--- config.mk ---
export PLATFORM = sky130hd
export DESIGN_NAME = radio_tx_keying_sequencer_flat
export DESIGN_NICKNAME = d
export VERILOG_FILES = /design/src/sv/rtks_pkg.sv /design/src/sv/rtks_word_if.sv /design/src/sv/radio_tx_keying_sequencer.sv /design/src/flat_wrapper.sv
export SDC_FILE = /design/constraint.sdc
export NUM_CORES = 1
export LEC_CHECK = 0
export BUFFER_PORTS_ARGS = -buffer_cell sky130_fd_sc_hd__buf_2
export CAP_MARGIN = 15
export CORE_AREA = 4 4 95 97
export CTS_CLUSTER_DIAMETER = 120
export DETAILED_ROUTE_END_ITERATION = 12
export DIE_AREA = 0 0 99 101
export HOLD_SLACK_MARGIN = 0.03
export SLEW_MARGIN = 20
export SYNTH_ARGS = -nofsm -noshare
export SYNTH_HDL_FRONTEND = slang
export SYNTH_SLANG_ARGS = --single-unit
export TNS_END_PERCENT = 5
--- constraint.sdc ---
create_clock -name clk -period 10.05 [get_ports clk]
set_input_delay 2.01 -clock clk [delete_from_list [all_inputs] [get_ports clk]]
set_output_delay 2.01 -clock clk [all_outputs]
set_load 0.01 [all_outputs]
--- src/sv/rtks_pkg.sv ---
// ----------------------------------------------------------------------------
// rtks_pkg - transmit keying sequencer shared definitions
// Word layouts, state and code names, register indexes and thresholds.
// ----------------------------------------------------------------------------
package rtks_pkg;

    // sequencer states
    typedef enum logic [1:0] {
        ST_OFF   = 2'd0,
        ST_DELAY = 2'd1,
        ST_ON    = 2'd2,
        ST_TAIL  = 2'd3
    } seq_state_t;

    // request modes
    localparam logic [1:0] MODE_TICK     = 2'd0;
    localparam logic [1:0] MODE_DATA_REQ = 2'd1;
    localparam logic [1:0] MODE_CHAR_REQ = 2'd2;
    localparam logic [1:0] MODE_NONE     = 2'd3;

    // key actions
    localparam logic [1:0] KEY_NONE = 2'd0;
    localparam logic [1:0] KEY_ON   = 2'd1;
    localparam logic [1:0] KEY_OFF  = 2'd2;

    // frame kinds
    localparam logic [2:0] FRAME_NONE       = 3'd0;
    localparam logic [2:0] FRAME_SILENCE    = 3'd1;
    localparam logic [2:0] FRAME_VOICE      = 3'd2;
    localparam logic [2:0] FRAME_VOICE_SWAP = 3'd3;
    localparam logic [2:0] FRAME_PACKET     = 3'd4;

    // data payload kinds
    localparam logic [1:0] PAYLOAD_HEADER   = 2'd0;
    localparam logic [1:0] PAYLOAD_POSITION = 2'd1;
    localparam logic [1:0] PAYLOAD_PACKET   = 2'd2;

    // configuration register indexes
    localparam int CFG_INDEX_W = 3;
    localparam int CFG_DATA_W  = 16;
    localparam logic [CFG_INDEX_W-1:0] REG_FULL_DUPLEX    = 3'd0;
    localparam logic [CFG_INDEX_W-1:0] REG_DELAY_PERIODS  = 3'd1;
    localparam logic [CFG_INDEX_W-1:0] REG_TAIL_PERIODS   = 3'd2;
    localparam logic [CFG_INDEX_W-1:0] REG_HEADER_PERIODS = 3'd3;
    localparam logic [CFG_INDEX_W-1:0] REG_HEADER_MAX     = 3'd4;
    localparam logic [CFG_INDEX_W-1:0] REG_POS_PERIODS    = 3'd5;
    localparam logic [CFG_INDEX_W-1:0] REG_CODEC_PRESENT  = 3'd6;

    // speech energy thresholds, unsigned 8.8 (15.0 and 1.0)
    localparam logic [15:0] ENERGY_DATA_LIMIT = 16'd3840;
    localparam logic [15:0] ENERGY_IDLE_LIMIT = 16'd256;

    // position counter, 18-bit two's complement, saturating high
    localparam int POS_W = 18;
    localparam logic signed [POS_W-1:0] POS_MAX = 18'sd131071;

    typedef struct packed {
        logic [1:0]  mode;
        logic        voice_ready;
        logic        data_ready;
        logic        control_ready;
        logic        carrier_detect;
        logic        modem_backlog;
        logic        fix_valid;
        logic [15:0] speech_energy;
        logic [7:0]  control_byte;
    } in_word_t;

    typedef struct packed {
        logic [1:0] key_action;
        logic [2:0] frame_kind;
        logic [1:0] payload_kind;
        logic [6:0] char_out;
        logic       transmitting;
    } out_word_t;

endpackage

--- src/sv/rtks_word_if.sv ---
// ----------------------------------------------------------------------------
// rtks_word_if - valid/ready word channel
// Carries one word per handshake; the word type is set per instance.
// ----------------------------------------------------------------------------
interface rtks_word_if #(parameter type word_t = logic) ();
    logic  valid;
    logic  ready;
    word_t word;

    modport source (output valid, output word, input ready);
    modport sink   (input valid, input word, output ready);
endinterface

--- src/sv/radio_tx_keying_sequencer.sv ---
// ----------------------------------------------------------------------------
// radio_tx_keying_sequencer - transmit keying sequencer
// Keys the transmitter through off, key-up delay, on and tail, and picks the
// frame, data payload or control character for each request word.
// ----------------------------------------------------------------------------
// Usage:
//   req carries one request word per handshake: a frame tick, a data slot
//   request or a control character request, with the queue and carrier flags.
//   rsp returns exactly one result word per request, in order.
//   The wr_* port writes the seven configuration registers; write only while
//   the block is idle.
// Timing:
//   a request is captured in an input register and evaluated in one pass of
//   logic into the result register, from which its result is offered on rsp.
//   One word is taken every cycle unless rsp is held off; the sequencer state
//   is updated in that same single pass, so consecutive words need not wait for it.
// Reset:
//   state off, all counters and the character-busy flag clear, registers at
//   their reset values (codec_present set), both stages empty.
// Stall:
//   while rsp is held off the result waits in its register; one more word is
//   still taken into the input register, after which req.ready drops.
// ----------------------------------------------------------------------------
module radio_tx_keying_sequencer (
    input  logic                                clk,
    input  logic                                rst_n,
    rtks_word_if.sink                           req,
    rtks_word_if.source                         rsp,
    input  logic                                wr_en,
    input  logic [rtks_pkg::CFG_INDEX_W-1:0]    wr_index,
    input  logic [rtks_pkg::CFG_DATA_W-1:0]     wr_data
);

    // configuration registers
    logic        full_duplex_reg;
    logic [15:0] delay_periods_reg;
    logic [15:0] tail_periods_reg;
    logic [15:0] header_periods_reg;
    logic [15:0] header_max_reg;
    logic [15:0] pos_periods_reg;
    logic        codec_present_reg;

    // sequencer state
    rtks_pkg::seq_state_t               state_reg, state_next;
    logic [15:0]                        period_reg, period_next;
    logic [15:0]                        header_reg, header_next;
    logic signed [rtks_pkg::POS_W-1:0]  pos_reg, pos_next;
    logic                               busy_reg, busy_next;

    // pipeline
    logic                 in_valid_reg;
    rtks_pkg::in_word_t   in_word_reg;
    logic                 out_valid_reg;
    rtks_pkg::out_word_t  out_word_reg;
    rtks_pkg::out_word_t  out_word_next;
    logic                 advance;

    // working values
    logic [15:0]                        period_inc;
    logic signed [rtks_pkg::POS_W-1:0]  pos_limit;
    logic signed [rtks_pkg::POS_W-1:0]  pos_entry;
    logic                               any_traffic;
    logic                               late_now;

    // handshake
    assign advance   = in_valid_reg && (!out_valid_reg || rsp.ready);
    assign req.ready = !in_valid_reg || advance;
    assign rsp.valid = out_valid_reg;
    assign rsp.word  = out_word_reg;

    // frame kind when data or voice goes out, from updated counts
    function automatic logic [2:0] send_frame(
        input rtks_pkg::in_word_t              w,
        input logic [15:0]                     hc,
        input logic signed [rtks_pkg::POS_W-1:0] pc,
        input logic signed [rtks_pkg::POS_W-1:0] plim,
        input logic [15:0]                     hp,
        input logic [15:0]                     hmax,
        input logic                            codec,
        input logic                            busy
    );
        logic data_due;
        logic send_data;
        data_due = (w.fix_valid && (pc >= plim)) || w.data_ready || (hc >= hp);
        send_data = hc >= hmax;
        if (codec)
        begin
            send_data = send_data
                || (data_due && (w.speech_energy < rtks_pkg::ENERGY_DATA_LIMIT))
                || (!busy && (w.speech_energy < rtks_pkg::ENERGY_IDLE_LIMIT));
        end
        if (!w.voice_ready)
            return rtks_pkg::FRAME_PACKET;
        return send_data ? rtks_pkg::FRAME_VOICE_SWAP : rtks_pkg::FRAME_VOICE;
    endfunction

    assign period_inc  = (&period_reg) ? period_reg : period_reg + 16'd1;
    assign pos_limit   = $signed({2'b00, pos_periods_reg});
    assign pos_entry   = $signed({2'b00, pos_periods_reg})
                       - $signed({2'b00, header_periods_reg})
                       - $signed({{(rtks_pkg::POS_W-1){1'b0}}, 1'b1});
    assign any_traffic = in_word_reg.voice_ready || in_word_reg.data_ready;
    assign late_now    = in_word_reg.fix_valid && (pos_reg >= pos_limit);

    // single-pass step of the sequencer
    always_comb
    begin
        state_next    = state_reg;
        period_next   = period_reg;
        header_next   = header_reg;
        pos_next      = pos_reg;
        busy_next     = busy_reg;
        out_word_next = '0;

        unique case (in_word_reg.mode)
            rtks_pkg::MODE_TICK:
            begin
                period_next = period_inc;
                unique case (state_reg) inside
                    rtks_pkg::ST_OFF,
                    rtks_pkg::ST_DELAY:
                    begin
                        if ((state_reg == rtks_pkg::ST_OFF)
                            && !(any_traffic
                                 && (!in_word_reg.carrier_detect || full_duplex_reg)))
                        begin
                            out_word_next.frame_kind = rtks_pkg::FRAME_SILENCE;
                        end
                        else
                        begin
                            if (state_reg == rtks_pkg::ST_OFF)
                            begin
                                state_next = rtks_pkg::ST_DELAY;
                                period_next = '0;
                                out_word_next.key_action = rtks_pkg::KEY_ON;
                            end
                            if (period_next >= delay_periods_reg)
                            begin
                                state_next  = rtks_pkg::ST_ON;
                                period_next = '0;
                                header_next = '0;
                                pos_next    = pos_entry;
                            end
                            out_word_next.frame_kind = send_frame(in_word_reg,
                                header_next, pos_next, pos_limit, header_periods_reg,
                                header_max_reg, codec_present_reg, busy_reg);
                        end
                    end
                    rtks_pkg::ST_ON:
                    begin
                        if (!any_traffic && !in_word_reg.modem_backlog && !busy_reg)
                        begin
                            state_next  = rtks_pkg::ST_TAIL;
                            period_next = '0;
                        end
                        header_next = (&header_reg) ? header_reg : header_reg + 16'd1;
                        if (pos_reg < rtks_pkg::POS_MAX)
                            pos_next = pos_reg + $signed({{(rtks_pkg::POS_W-1){1'b0}}, 1'b1});
                        out_word_next.frame_kind = send_frame(in_word_reg,
                            header_next, pos_next, pos_limit, header_periods_reg,
                            header_max_reg, codec_present_reg, busy_reg);
                    end
                    default:
                    begin
                        if (period_inc >= tail_periods_reg)
                        begin
                            state_next  = rtks_pkg::ST_OFF;
                            period_next = '0;
                            out_word_next.key_action = rtks_pkg::KEY_OFF;
                        end
                        else
                        begin
                            if (any_traffic)
                            begin
                                state_next  = rtks_pkg::ST_ON;
                                period_next = '0;
                            end
                            out_word_next.frame_kind = send_frame(in_word_reg,
                                header_reg, pos_reg, pos_limit, header_periods_reg,
                                header_max_reg, codec_present_reg, busy_reg);
                        end
                    end
                endcase
            end
            rtks_pkg::MODE_DATA_REQ:
            begin
                if (state_reg == rtks_pkg::ST_ON)
                begin
                    if ((!in_word_reg.data_ready && !late_now)
                        || (header_reg >= header_periods_reg))
                    begin
                        header_next = '0;
                        out_word_next.payload_kind = rtks_pkg::PAYLOAD_HEADER;
                    end
                    else if (late_now)
                    begin
                        pos_next = '0;
                        out_word_next.payload_kind = rtks_pkg::PAYLOAD_POSITION;
                    end
                    else
                    begin
                        out_word_next.payload_kind = rtks_pkg::PAYLOAD_PACKET;
                    end
                end
            end
            rtks_pkg::MODE_CHAR_REQ:
            begin
                if (in_word_reg.control_ready && (state_reg == rtks_pkg::ST_ON))
                begin
                    busy_next = 1'b1;
                    // a byte with the top bit set goes out as zero
                    out_word_next.char_out = in_word_reg.control_byte[7]
                                           ? 7'd0 : in_word_reg.control_byte[6:0];
                end
                else
                begin
                    busy_next = 1'b0;
                end
            end
            default:
            begin
            end
        endcase

        out_word_next.transmitting = (state_next != rtks_pkg::ST_OFF);
    end

    // configuration write port
    always_ff @(posedge clk or negedge rst_n)
    begin
        if (!rst_n)
        begin
            full_duplex_reg    <= 1'b0;
            delay_periods_reg  <= '0;
            tail_periods_reg   <= '0;
            header_periods_reg <= '0;
            header_max_reg     <= '0;
            pos_periods_reg    <= '0;
            codec_present_reg  <= 1'b1;
        end
        else if (wr_en)
        begin
            unique case (wr_index)
                rtks_pkg::REG_FULL_DUPLEX:    full_duplex_reg    <= wr_data[0];
                rtks_pkg::REG_DELAY_PERIODS:  delay_periods_reg  <= wr_data;
                rtks_pkg::REG_TAIL_PERIODS:   tail_periods_reg   <= wr_data;
                rtks_pkg::REG_HEADER_PERIODS: header_periods_reg <= wr_data;
                rtks_pkg::REG_HEADER_MAX:     header_max_reg     <= wr_data;
                rtks_pkg::REG_POS_PERIODS:    pos_periods_reg    <= wr_data;
                rtks_pkg::REG_CODEC_PRESENT:  codec_present_reg  <= wr_data[0];
                default:
                begin
                end
            endcase
        end
    end

    // sequencer state and stage valid flags
    always_ff @(posedge clk or negedge rst_n)
    begin
        if (!rst_n)
        begin
            state_reg     <= rtks_pkg::ST_OFF;
            period_reg    <= '0;
            header_reg    <= '0;
            pos_reg       <= '0;
            busy_reg      <= 1'b0;
            in_valid_reg  <= 1'b0;
            out_valid_reg <= 1'b0;
        end
        else
        begin
            if (req.ready)
                in_valid_reg <= req.valid;
            if (advance)
            begin
                state_reg  <= state_next;
                period_reg <= period_next;
                header_reg <= header_next;
                pos_reg    <= pos_next;
                busy_reg   <= busy_next;
            end
            if (advance)
                out_valid_reg <= 1'b1;
            else if (rsp.ready)
                out_valid_reg <= 1'b0;
        end
    end

    // payload registers
    always_ff @(posedge clk)
    begin
        if (req.valid && req.ready)
            in_word_reg <= req.word;
        if (advance)
            out_word_reg <= out_word_next;
    end

    // checks
    a_busy_only_on: assert property (@(posedge clk) disable iff (!rst_n)
        busy_reg |-> (state_reg == rtks_pkg::ST_ON))
        else $error("character busy outside on state");

    a_key_on_tx: assert property (@(posedge clk) disable iff (!rst_n)
        (out_valid_reg && (out_word_reg.key_action == rtks_pkg::KEY_ON))
        |-> out_word_reg.transmitting)
        else $error("key on without transmitting");

    a_key_off_idle: assert property (@(posedge clk) disable iff (!rst_n)
        (out_valid_reg && (out_word_reg.key_action == rtks_pkg::KEY_OFF))
        |-> (!out_word_reg.transmitting
             && (out_word_reg.frame_kind == rtks_pkg::FRAME_NONE)))
        else $error("key off with frame or transmitting");

    a_fields_exclusive: assert property (@(posedge clk) disable iff (!rst_n)
        (out_valid_reg && (out_word_reg.frame_kind != rtks_pkg::FRAME_NONE))
        |-> ((out_word_reg.payload_kind == rtks_pkg::PAYLOAD_HEADER)
             && (out_word_reg.char_out == 7'd0)))
        else $error("tick result carries payload or character");

    a_full_blocks: assert property (@(posedge clk) disable iff (!rst_n)
        (in_valid_reg && out_valid_reg && !rsp.ready) |-> !req.ready)
        else $error("request taken with both stages full");

endmodule
--- src/flat_wrapper.sv ---
// flat-port wrapper written by rule: the top's interface ports become plain ports
module radio_tx_keying_sequencer_flat 
  (clk, rst_n, wr_en, wr_index, wr_data, req_valid, req_word, req_ready, rsp_valid, rsp_word, rsp_ready);
  rtks_word_if req_i ();
  rtks_word_if rsp_i ();
  input  logic clk;
  input  logic rst_n;
  input  logic wr_en;
  input  logic [rtks_pkg::CFG_INDEX_W-1:0] wr_index;
  input  logic [rtks_pkg::CFG_DATA_W-1:0] wr_data;
  input wire logic [$bits(req_i.valid)-1:0] req_valid;
  input wire logic [$bits(req_i.word)-1:0] req_word;
  output wire logic [$bits(req_i.ready)-1:0] req_ready;
  output wire logic [$bits(rsp_i.valid)-1:0] rsp_valid;
  output wire logic [$bits(rsp_i.word)-1:0] rsp_word;
  input wire logic [$bits(rsp_i.ready)-1:0] rsp_ready;
  assign req_i.valid = req_valid;
  assign req_i.word = req_word;
  assign req_ready = req_i.ready;
  assign rsp_valid = rsp_i.valid;
  assign rsp_word = rsp_i.word;
  assign rsp_i.ready = rsp_ready;
  radio_tx_keying_sequencer u_core (.clk(clk), .rst_n(rst_n), .req(req_i), .rsp(rsp_i), .wr_en(wr_en), .wr_index(wr_index), .wr_data(wr_data));
endmodule
==> results of run 1 <==
## through the flow
stage / util / hold WS, ns / power, mW
after CTS: 0.4399 / 0.5051 / 0.5832
after global placement: 0.4252 / 0.4683 / 0.4170
after global routing: 0.4399 / 0.5540 / 0.6191
after detailed placement: 0.4252 / 0.4778 / 0.4241
final: 0.4399 / 0.5038 / 0.5759
after floorplan: - / 0.4569 / 0.3773
## cell usage in the layout (no fill, tap or decap), types with 3 or more instances in the layout
| cell type | n |
|---|---|
| sky130_fd_sc_hd__and3_1 | 6 |
| sky130_fd_sc_hd__o21ai_1 | 16 |
| sky130_fd_sc_hd__dfrtp_1 | 52 |
| sky130_fd_sc_hd__xor2_1 | 5 |
| sky130_fd_sc_hd__buf_2 | 26 |
| sky130_fd_sc_hd__nand2b_1 | 6 |
| sky130_fd_sc_hd__and2_1 | 10 |
| sky130_fd_sc_hd__o21ai_0 | 19 |
| sky130_fd_sc_hd__nor2_1 | 8 |
| sky130_fd_sc_hd__nor3_1 | 6 |
| sky130_fd_sc_hd__clkbuf_8 | 6 |
| sky130_fd_sc_hd__nand2_1 | 52 |
| sky130_fd_sc_hd__ha_1 | 33 |
| sky130_fd_sc_hd__a21o_1 | 3 |
| sky130_fd_sc_hd__inv_1 | 33 |
| sky130_fd_sc_hd__o21a_1 | 4 |
| sky130_fd_sc_hd__a21oi_1 | 14 |
| sky130_fd_sc_hd__xnor2_1 | 5 |
| sky130_fd_sc_hd__a31o_1 | 11 |
| sky130_fd_sc_hd__nand4_1 | 4 |
| sky130_fd_sc_hd__nand3_1 | 8 |
| sky130_fd_sc_hd__buf_4 | 3 |
| sky130_fd_sc_hd__and4_1 | 5 |
## layer usage
layer  up-vias  track usage  share of wire  routed length [um]
met3         8      0.02768          0.026                 180
met2        30       0.2531           0.48                3318
met1      1148       0.1966           0.48                3296
met4         0      0.05147          0.016                 108
li1       1252            -              -                   -
met5         -            0              0                   0
## path summary, 6_finish.rpt
path	endpoint	cells past startpoint	startpoint	slack (ns)
max in group asynchronous	u_core.delay_periods_reg[0]$_DFFE_PN0P_	2	rst_n	7.79
max	req_ready	3	rsp_ready	5.63
min reg2reg	u_core.rsp.valid$_DFFE_PN0P_	1	u_core.in_valid_reg$_DFFE_PN0P_	0.50
min in group asynchronous	u_core.delay_periods_reg[11]$_DFFE_PN0P_	2	rst_n	1.81
max reg2reg	u_core.period_reg[11]$_DFFE_PN0P_	13	u_core.period_reg[0]$_DFFE_PN0P_	5.63
min	u_core.rsp.valid$_DFFE_PN0P_	1	u_core.in_valid_reg$_DFFE_PN0P_	0.50
## power by group
part / total [mW] / switching, mW / internal [mW]
registers: 0.262 / 0.0140 / 0.248
clock network: 0.157 / 0.0757 / 0.0811
logic: 0.157 / 0.0928 / 0.0645
total: 0.576 / 0.182 / 0.393
## logic make-up (layout without fill, tap and decap cells)
group	after synthesis	count (layout)
flops	53	53
mux	5	5
compound gates	83	83
simple gates	114	114
fa+ha+maj	33	33
buf+inv	46	71
xor+xnor	10	10
## layout make-up
class,count,area [um2],share of cell area
flip-flops and latches,53,1331,0.3720
inverters,34,127.6,0.03566
clock inverters,2,37.54,0.01049
repair buffers,29,152.6,0.04266
multi-input cells,245,1715,0.4794
well taps,105,131.4,0.03671
clock buffers,6,82.58,0.02308
==> report_table.html, run 1 <==
<table>
<tr><th>Metric</th><th>Value</th></tr>
<tr><th colspan="2">Drt</th></tr>
<tr><td>Detailed-route vias per instance</td><td>5.143</td></tr>
<tr><td>Final routed wirelength across all metal layers</td><td>6904 um</td></tr>
<tr><td>Remaining antenna violation count after routing</td><td>0</td></tr>
<tr><td>Violation count after the first detailed-routing iteration</td><td>111</td></tr>
<tr><td>Number of detailed-routing iterations run before antenna repair</td><td>4</td></tr>
<tr><td>Total number of vias</td><td>2438</td></tr>
<tr><td>Routed wire length per instance</td><td>14.57 um</td></tr>
<tr><td>Number of design rule violations left after detail routing</td><td>0</td></tr>
<tr><th colspan="2">Clock network</th></tr>
<tr><td>TritonCTS buffer count</td><td>5</td></tr>
<tr><td>Clock tree from TritonCTS</td><td>built</td></tr>
<tr><td>CTS Hold Buffers Added</td><td>0</td></tr>
<tr><td>Post-cts resize count</td><td>0</td></tr>
<tr><td>Cell at the root of the clock tree</td><td>sky130_fd_sc_hd__clkbuf_8</td></tr>
<tr><td>CTS clk-pin slew, worst paths</td><td>0.10 ns</td></tr>
<tr><td>Number of buffers added for setup after CTS</td><td>0</td></tr>
<tr><td>H-Tree Depth</td><td>2</td></tr>
<tr><td>Clock insertion delay at the later pin of the skew report</td><td>0.32 ns</td></tr>
<tr><td>Clock sink count</td><td>53</td></tr>
<tr><td>Longest Clk Path Bufs</td><td>2</td></tr>
<tr><th colspan="2">Synth</th></tr>
<tr><td>Sequential fraction of the synthesis area</td><td>0.4164</td></tr>
<tr><td>Multiplexer fraction of the synthesized cell area</td><td>0.01722</td></tr>
<tr><td>Synthesized net count</td><td>402</td></tr>
<tr><td>Area share of the leading cell type in the synthesized netlist</td><td>0.4070</td></tr>
<tr><td>Library cells used by synthesis</td><td>47</td></tr>
<tr><td>Post-synthesis simple-gate area fraction</td><td>0.1808</td></tr>
<tr><td>Cell types with the highest counts after synthesis</td><td>52 x sky130_fd_sc_hd__dfrtp_1, 52 x sky130_fd_sc_hd__nand2_1, 33 x sky130_fd_sc_hd__ha_1, 33 x sky130_fd_sc_hd__inv_1, 19 x sky130_fd_sc_hd__o21ai_0</td></tr>
<tr><td>Synthesized-area fraction occupied by xor and xnor cells</td><td>0.02740</td></tr>
<tr><td>Dominant combinational cell family by area after synthesis</td><td>simple AND/OR/NAND/NOR gates</td></tr>
<tr><td>Seq cells post-synth</td><td>53</td></tr>
<tr><td>Netlist area before placement</td><td>0.003197 mm2</td></tr>
<tr><td>Number of flops mapped to enable cells by yosys</td><td>1</td></tr>
<tr><td>Warnings, synthesis</td><td>0</td></tr>
<tr><td>Synthesized-area fraction occupied by ao, oa, aoi and oai cells</td><td>0.1726</td></tr>
<tr><td>Fraction of registers with async set or reset after synthesis</td><td>0.9811</td></tr>
<tr><td>Cell types with the largest area share after synthesis</td><td>sky130_fd_sc_hd__dfrtp_1 41%, sky130_fd_sc_hd__ha_1 13%, sky130_fd_sc_hd__nand2_1 6.1%</td></tr>
<tr><td>Dominant cell type by area after synthesis</td><td>sky130_fd_sc_hd__dfrtp_1</td></tr>
<tr><td>Post-synthesis cell count</td><td>344</td></tr>
<tr><td>Primary flip-flop cell chosen by synthesis mapping</td><td>sky130_fd_sc_hd__dfrtp_1</td></tr>
<tr><td>Avg Cell Area, Syn</td><td>9.293 um2</td></tr>
<tr><td>Post-Synth Adder-Cell Area</td><td>0.1292</td></tr>
<tr><th colspan="2">Floorplanning</th></tr>
<tr><td>Number of rows created at floorplan</td><td>33</td></tr>
<tr><td>Number of ports placed on the die boundary</td><td>28</td></tr>
<tr><td>Initial Util</td><td>0.3930</td></tr>
<tr><td>Floorplan Core Area</td><td>0.008134 mm2</td></tr>
<tr><td>Width of the chip</td><td>99 um</td></tr>
<tr><td>Floorplan die area</td><td>0.009999 mm2</td></tr>
<tr><td>Height of the die</td><td>101 um</td></tr>
<tr><th colspan="2">Global routing</th></tr>
<tr><td>First-pass GRT wire length</td><td>12140 um</td></tr>
<tr><td>GRT Resource Usage Total</td><td>0.1511</td></tr>
<tr><td>Initial antenna violation count</td><td>0</td></tr>
<tr><td>Gr ovfl total</td><td>0</td></tr>
<tr><td>Maximum number of pins on one net before global-route repair</td><td>53</td></tr>
<tr><td>Vias in the first global route</td><td>2519</td></tr>
<tr><th colspan="2">Finish</th></tr>
<tr><td>Fill cells</td><td>781</td></tr>
<tr><td>Area of all placed cells without fillers</td><td>0.003578 mm2</td></tr>
<tr><td>Relative area change from synthesis to final layout</td><td>11.94%</td></tr>
<tr><td>Layout Nets</td><td>426</td></tr>
<tr><td>Number of standard cells in the layout, taps in and fillers out</td><td>474</td></tr>
<tr><td>Antenna diode instance count</td><td>0</td></tr>
<tr><td>Fraction of layout instances using a drive strength above 1</td><td>0.1274</td></tr>
<tr><th colspan="2">Run</th></tr>
<tr><td>Max-cap viol count</td><td>0</td></tr>
<tr><th colspan="2">Critical path</th></tr>
<tr><td>Type of the setup path with the least slack</td><td>in -&gt; out</td></tr>
<tr><td>Largest delay share family, worst path</td><td>buffers and inverters</td></tr>
<tr><td>Critical path endpoint category</td><td>output port</td></tr>
<tr><td>Critical Path Slowest Stage Cell</td><td>sky130_fd_sc_hd__nand3b_1</td></tr>
<tr><td>Crit start category</td><td>primary input</td></tr>
<tr><td>Arrival time worst endpoint</td><td>2.41 ns</td></tr>
<tr><td>Crit path largest cell delay</td><td>0.16 ns</td></tr>
<tr><td>Buffering stage count on the worst path with inverters included</td><td>2</td></tr>
<tr><td>Most frequent CP cell</td><td>sky130_fd_sc_hd__buf_2</td></tr>
<tr><td>WP data required</td><td>8.04 ns</td></tr>
<tr><td>Max Fanout on Critical Path</td><td>2</td></tr>
<tr><td>CP Cell Sequence</td><td>buf_2, nand3b_1, buf_2</td></tr>
<tr><th colspan="2">Power and ir drop</th></tr>
<tr><td>Peak ir drop on the vdd network</td><td>0.1028 mV</td></tr>
<tr><td>Leakage</td><td>1.749 nW</td></tr>
<tr><td>Power per Cell Area</td><td>160.9 mW/mm2</td></tr>
<tr><th colspan="2">Timing</th></tr>
<tr><td>Portion of the clock cycle consumed by the worst path in the final layout</td><td>0.4403</td></tr>
<tr><td>Min Tclk post-route</td><td>4.425 ns</td></tr>
<tr><td>Least-Margin Pin Slew</td><td>0.6730 ns</td></tr>
<tr><td>Setup slack of the critical path after layout</td><td>5.625 ns</td></tr>
<tr><td>Unrepaired setup endpoints after global routing</td><td>no</td></tr>
<tr><td>Worst slew margin relative to its limit</td><td>0.5513</td></tr>
<tr><td>TNS Setup</td><td>0 ns</td></tr>
<tr><td># setup viols final</td><td>0</td></tr>
<tr><td>Achievable Freq</td><td>0.2260 GHz</td></tr>
<tr><td>Endpoints failing hold</td><td>0</td></tr>
<tr><td>Number of max-slew violations in the final report</td><td>0</td></tr>
<tr><td>Clock skew after layout</td><td>0.01023 ns</td></tr>
<tr><th colspan="2">Placement</th></tr>
<tr><td>Pre-CTS setup slack</td><td>5.623 ns</td></tr>
<tr><td>Placed wire-length estimate</td><td>5128 um</td></tr>
<tr><td>Number of buffers added on ports</td><td>26</td></tr>
<tr><td>Placed cell count</td><td>466</td></tr>
<tr><td>Placed Area</td><td>0.003458 mm2</td></tr>
<tr><td>Routability-driven placement congestion ratio</td><td>0.7927</td></tr>
<tr><th colspan="2">Hold path</th></tr>
<tr><td>Worst min path class</td><td>reg -&gt; reg</td></tr>
<tr><th colspan="2">Status</th></tr>
<tr><td>Outcome</td><td>finished clean</td></tr>
</table>
No activity file was read; power rests on OpenSTA's default activity.
==> run 2, diff against run 1 <==
- ABC_AREA: default -> 1
- CORE_AREA: 4 4 95 97 -> 4 4 100 102
- DIE_AREA: 0 0 99 101 -> 0 0 104 106
- clock period: 10.05 -> 3.9 ns (I/O delays scaled with it)
==> run 2 against run 1 <==
Effect of this change:
- die area increased by 10%
- combinational power rose to 3.7 times the previous value
- register-to-register slack worse by 4.9 ns
==> report_table.html, run 2 <==
<table>
<tr><th>Metric</th><th>Value</th></tr>
<tr><th colspan="2">Status</th></tr>
<tr><td>Outcome</td><td>finished clean</td></tr>
<tr><th colspan="2">Global routing</th></tr>
<tr><td>GRT Resource Usage Total</td><td>0.1362 (-0.01490)</td></tr>
<tr><td>Gr ovfl total</td><td>0 (unchanged)</td></tr>
<tr><td>Vias in the first global route</td><td>2838 (+13%)</td></tr>
<tr><td>First-pass GRT wire length</td><td>12550 um (+3.4%)</td></tr>
<tr><td>Maximum number of pins on one net before global-route repair</td><td>51 (-3.8%)</td></tr>
<tr><td>Initial antenna violation count</td><td>0 (unchanged)</td></tr>
<tr><th colspan="2">Drt</th></tr>
<tr><td>Total number of vias</td><td>2930 (+20%)</td></tr>
<tr><td>Number of detailed-routing iterations run before antenna repair</td><td>4 (unchanged)</td></tr>
<tr><td>Number of design rule violations left after detail routing</td><td>0 (unchanged)</td></tr>
<tr><td>Final routed wirelength across all metal layers</td><td>7158 um (+3.7%)</td></tr>
<tr><td>Detailed-route vias per instance</td><td>4.636 (-9.9%)</td></tr>
<tr><td>Remaining antenna violation count after routing</td><td>0 (unchanged)</td></tr>
<tr><td>Routed wire length per instance</td><td>11.33 um (-22%)</td></tr>
<tr><td>Violation count after the first detailed-routing iteration</td><td>112 (+0.90%)</td></tr>
<tr><th colspan="2">Synth</th></tr>
<tr><td>Area share of the leading cell type in the synthesized netlist</td><td>0.3652 (-0.04188)</td></tr>
<tr><td>Library cells used by synthesis</td><td>31 (-34%)</td></tr>
<tr><td>Cell types with the largest area share after synthesis</td><td>sky130_fd_sc_hd__dfrtp_1 37%, sky130_fd_sc_hd__nand2_1 17%, sky130_fd_sc_hd__ha_1 12%</td></tr>
<tr><td>Fraction of registers with async set or reset after synthesis</td><td>0.9811 (unchanged)</td></tr>
<tr><td>Avg Cell Area, Syn</td><td>7.155 um2 (-23%)</td></tr>
<tr><td>Netlist area before placement</td><td>0.003563 mm2 (+11%)</td></tr>
<tr><td>Post-synthesis cell count</td><td>498 (+45%)</td></tr>
<tr><td>Primary flip-flop cell chosen by synthesis mapping</td><td>sky130_fd_sc_hd__dfrtp_1</td></tr>
<tr><td>Number of flops mapped to enable cells by yosys</td><td>1 (unchanged)</td></tr>
<tr><td>Warnings, synthesis</td><td>0 (unchanged)</td></tr>
<tr><td>Sequential fraction of the synthesis area</td><td>0.3736 (-0.04284)</td></tr>
<tr><td>Synthesized net count</td><td>556 (+38%)</td></tr>
<tr><td>Seq cells post-synth</td><td>53 (unchanged)</td></tr>
<tr><td>Dominant cell type by area after synthesis</td><td>sky130_fd_sc_hd__dfrtp_1</td></tr>
<tr><td>Cell types with the highest counts after synthesis</td><td>166 x sky130_fd_sc_hd__nand2_1, 89 x sky130_fd_sc_hd__inv_1, 52 x sky130_fd_sc_hd__dfrtp_1</td></tr>
<tr><td>Most used standard cell by instance count after synthesis</td><td>sky130_fd_sc_hd__nand2_1</td></tr>
<tr><th colspan="2">Floorplanning</th></tr>
<tr><td>Initial Util</td><td>0.3912 (-0.001808)</td></tr>
<tr><td>Width of the chip</td><td>104 um (+5.1%)</td></tr>
<tr><td>Height of the die</td><td>106 um (+5.0%)</td></tr>
<tr><td>Floorplan Core Area</td><td>0.009109 mm2 (+12%)</td></tr>
<tr><td>Number of ports placed on the die boundary</td><td>28 (unchanged)</td></tr>
<tr><td>Number of rows created at floorplan</td><td>35 (+6.1%)</td></tr>
<tr><td>Floorplan die area</td><td>0.01102 mm2 (+10%)</td></tr>
<tr><th colspan="2">Finish</th></tr>
<tr><td>Antenna diode instance count</td><td>0 (unchanged)</td></tr>
<tr><td>Top library cells by usage in the layout, fill and taps aside</td><td>165 x sky130_fd_sc_hd__nand2_1, 89 x sky130_fd_sc_hd__inv_1, 52 x sky130_fd_sc_hd__dfrtp_1</td></tr>
<tr><td>Layout Nets</td><td>579 (+36%)</td></tr>
<tr><td>Fraction of layout instances using a drive strength above 1</td><td>0.1056 (-0.02181)</td></tr>
<tr><td>Relative area change from synthesis to final layout</td><td>9.094%</td></tr>
<tr><td>Leading cell type in the layout, fill and taps excluded</td><td>sky130_fd_sc_hd__nand2_1</td></tr>
<tr><td>Fill cells</td><td>957 (+23%)</td></tr>
<tr><td>Post-layout utilization of the core</td><td>0.4268 (-0.01315)</td></tr>
<tr><th colspan="2">Timing</th></tr>
<tr><td>Hold Slack</td><td>0.4846 ns (-0.01919 ns)</td></tr>
<tr><td>Unrepaired setup endpoints after global routing</td><td>no</td></tr>
<tr><td>Min Tclk post-route</td><td>3.158 ns</td></tr>
<tr><td>Achievable Freq</td><td>0.3166 GHz</td></tr>
<tr><td># setup viols final</td><td>0 (unchanged)</td></tr>
<tr><td>Least-Margin Pin Slew</td><td>0.9113 ns (+0.2383 ns)</td></tr>
<tr><td>Clock skew after layout</td><td>0.007470 ns (-0.002763 ns)</td></tr>
<tr><td>Portion of the clock cycle consumed by the worst path in the final layout</td><td>0.8098</td></tr>
<tr><td>Number of max-slew violations in the final report</td><td>0 (unchanged)</td></tr>
<tr><td>Worst slew margin relative to its limit</td><td>0.3910 (-0.1603)</td></tr>
<tr><td>Endpoints failing hold</td><td>0 (unchanged)</td></tr>
<tr><td>TNS Setup</td><td>0 ns (unchanged)</td></tr>
<tr><th colspan="2">Placement</th></tr>
<tr><td>Placed wire-length estimate</td><td>5419 um (+5.7%)</td></tr>
<tr><td>Number of buffers added on ports</td><td>26 (unchanged)</td></tr>
<tr><td>Routability-driven placement congestion ratio</td><td>0.8712 (+9.9%)</td></tr>
<tr><th colspan="2">Critical path</th></tr>
<tr><td>Minimum setup slack among reg-to-reg paths</td><td>0.74 ns (-4.88 ns)</td></tr>
<tr><td>Crit start category</td><td>flop</td></tr>
<tr><td>Worst-case reg-to-reg path depth</td><td>21 (+8)</td></tr>
<tr><td>WP data required</td><td>4.14 ns (-3.90 ns)</td></tr>
<tr><td>Endpoint of the worst-slack reg-to-reg timing path</td><td>u_core.period_reg[5]$_DFFE_PN0P_</td></tr>
<tr><td>Beginning of the critical path</td><td>u_core.period_reg[0]$_DFFE_PN0P_</td></tr>
<tr><td>Beginning of the worst register-to-register path</td><td>u_core.period_reg[0]$_DFFE_PN0P_</td></tr>
<tr><td>Capture point of the worst path</td><td>u_core.period_reg[5]$_DFFE_PN0P_</td></tr>
<tr><td>Max Fanout on Critical Path</td><td>16 (+14)</td></tr>
<tr><td>Arrival time worst endpoint</td><td>3.40 ns (+0.99 ns)</td></tr>
<tr><td>Type of the setup path with the least slack</td><td>reg -&gt; reg</td></tr>
<tr><td>Critical path endpoint category</td><td>flop</td></tr>
<tr><th colspan="2">Hold path</th></tr>
<tr><td>Hold Path Cell Cnt</td><td>2 (+1)</td></tr>
<tr><td>Worst min path class</td><td>reg -&gt; reg</td></tr>
<tr><th colspan="2">Power and ir drop</th></tr>
<tr><td>Power per Cell Area</td><td>417.7 mW/mm2 (+160%)</td></tr>
<tr><td>Peak ir drop on the vdd network</td><td>0.2016 mV (+96%)</td></tr>
<tr><td>Leakage</td><td>2.233 nW (+28%)</td></tr>
<tr><td>Final Power</td><td>1.624 mW (+180%)</td></tr>
<tr><th colspan="2">Clock network</th></tr>
<tr><td>CTS Hold Buffers Added</td><td>0 (unchanged)</td></tr>
<tr><td>Post-cts resize count</td><td>0 (unchanged)</td></tr>
<tr><td>Number of buffers added for setup after CTS</td><td>0 (unchanged)</td></tr>
<tr><td>H-Tree Depth</td><td>2 (unchanged)</td></tr>
<tr><td>CTS clk-pin slew, worst paths</td><td>0.09 ns (about the same)</td></tr>
<tr><td>Clock insertion delay at the later pin of the skew report</td><td>0.30 ns (-0.02 ns)</td></tr>
<tr><td>Cell at the root of the clock tree</td><td>sky130_fd_sc_hd__clkbuf_8</td></tr>
<tr><td>Longest Clk Path Bufs</td><td>2 (unchanged)</td></tr>
<tr><td>Clock tree from TritonCTS</td><td>built</td></tr>
<tr><td>TritonCTS buffer count</td><td>5 (unchanged)</td></tr>
<tr><td>Clock sink count</td><td>53 (unchanged)</td></tr>
<tr><th colspan="2">Run</th></tr>
<tr><td>Max-cap viol count</td><td>0 (unchanged)</td></tr>
</table>
-- run 2: kinds of logic after synthesis --
kind of cell	share of synthesized area
xor+xnor	0.01966
fa+ha+maj	0.1159
buf+inv	0.1117
compound gates	0.09481
flops	0.3736
simple gates	0.2844
-- run 2: how the worst min path moves through the flow --
stage	startpoint	end	slack, ns
floorplan	u_core.period_reg[15]$_DFFE_PN0P_	u_core.period_reg[15]$_DFFE_PN0P_	0.45
global placement	u_core.period_reg[5]$_DFFE_PN0P_	u_core.period_reg[5]$_DFFE_PN0P_	0.46
detailed placement	u_core.period_reg[5]$_DFFE_PN0P_	u_core.period_reg[5]$_DFFE_PN0P_	0.47
CTS	u_core.period_reg[5]$_DFFE_PN0P_	u_core.period_reg[5]$_DFFE_PN0P_	0.49
global route	u_core.delay_periods_reg[5]$_DFFE_PN0P_	u_core.delay_periods_reg[5]$_DFFE_PN0P_	0.52
finish	u_core.period_reg[5]$_DFFE_PN0P_	u_core.period_reg[5]$_DFFE_PN0P_	0.48
-- run 2: final cells by class --
type,instances,area (um2),area share
tap,111,138.9,0.03573
clock inverter,1,7.507,0.001931
inverter,92,345.3,0.08883
clock buffer,6,82.58,0.02124
multi-input combinational,342,1842,0.4738
timing repair buffer,27,140.1,0.03605
sequential,53,1331,0.3425
-- run 2: critical path, cell delays in order, from the launching register on --
cell	delay [ns]
sky130_fd_sc_hd__dfrtp_1	0.46
sky130_fd_sc_hd__ha_1	0.24
sky130_fd_sc_hd__nand2_2	0.11
sky130_fd_sc_hd__nor3_4	0.25
sky130_fd_sc_hd__nand2_4	0.11
sky130_fd_sc_hd__nor2_4	0.11
sky130_fd_sc_hd__nand2_1	0.10
sky130_fd_sc_hd__o21bai_1	0.19
sky130_fd_sc_hd__inv_1	0.09
sky130_fd_sc_hd__ha_1	0.29
sky130_fd_sc_hd__nand2_1	0.07
sky130_fd_sc_hd__nor2_1	0.04
sky130_fd_sc_hd__and2_1	0.15
sky130_fd_sc_hd__nor2_1	0.08
sky130_fd_sc_hd__nand2_1	0.08
sky130_fd_sc_hd__nand2_1	0.10
sky130_fd_sc_hd__nand2_1	0.08
sky130_fd_sc_hd__nand2_1	0.07
sky130_fd_sc_hd__nand2_1	0.06
sky130_fd_sc_hd__nand2_2	0.27
sky130_fd_sc_hd__nand2_1	0.09
sky130_fd_sc_hd__nand2_1	0.07
-- run 2: report_power, final --
| part | internal (mW) | total (mW) | switching [mW] |
|---|---|---|---|
| Clock | 0.141 | 0.321 | 0.180 |
| Combinational | 0.214 | 0.576 | 0.362 |
| Sequential | 0.648 | 0.727 | 0.0794 |
-- run 2: routing by layer --
layer	GRT usage	up-vias	routed length [um]
met5	0	-	0
met4	0.03799	0	54
met3	0.01396	2	172
met2	0.2461	34	3459
met1	0.1732	1307	3471
li1	-	1587	-
-- run 2: metrics by stage --
step / setup slack [ns] / instances / instance area [um2]
final: 0.7419 / 632 / 3887
after CTS: 0.7182 / 632 / 3880
after global routing: 0.3524 / 632 / 3887
after floorplan: 1.219 / 498 / 3563
after global placement: 0.7929 / 625 / 3787
after detailed placement: 0.7468 / 625 / 3790
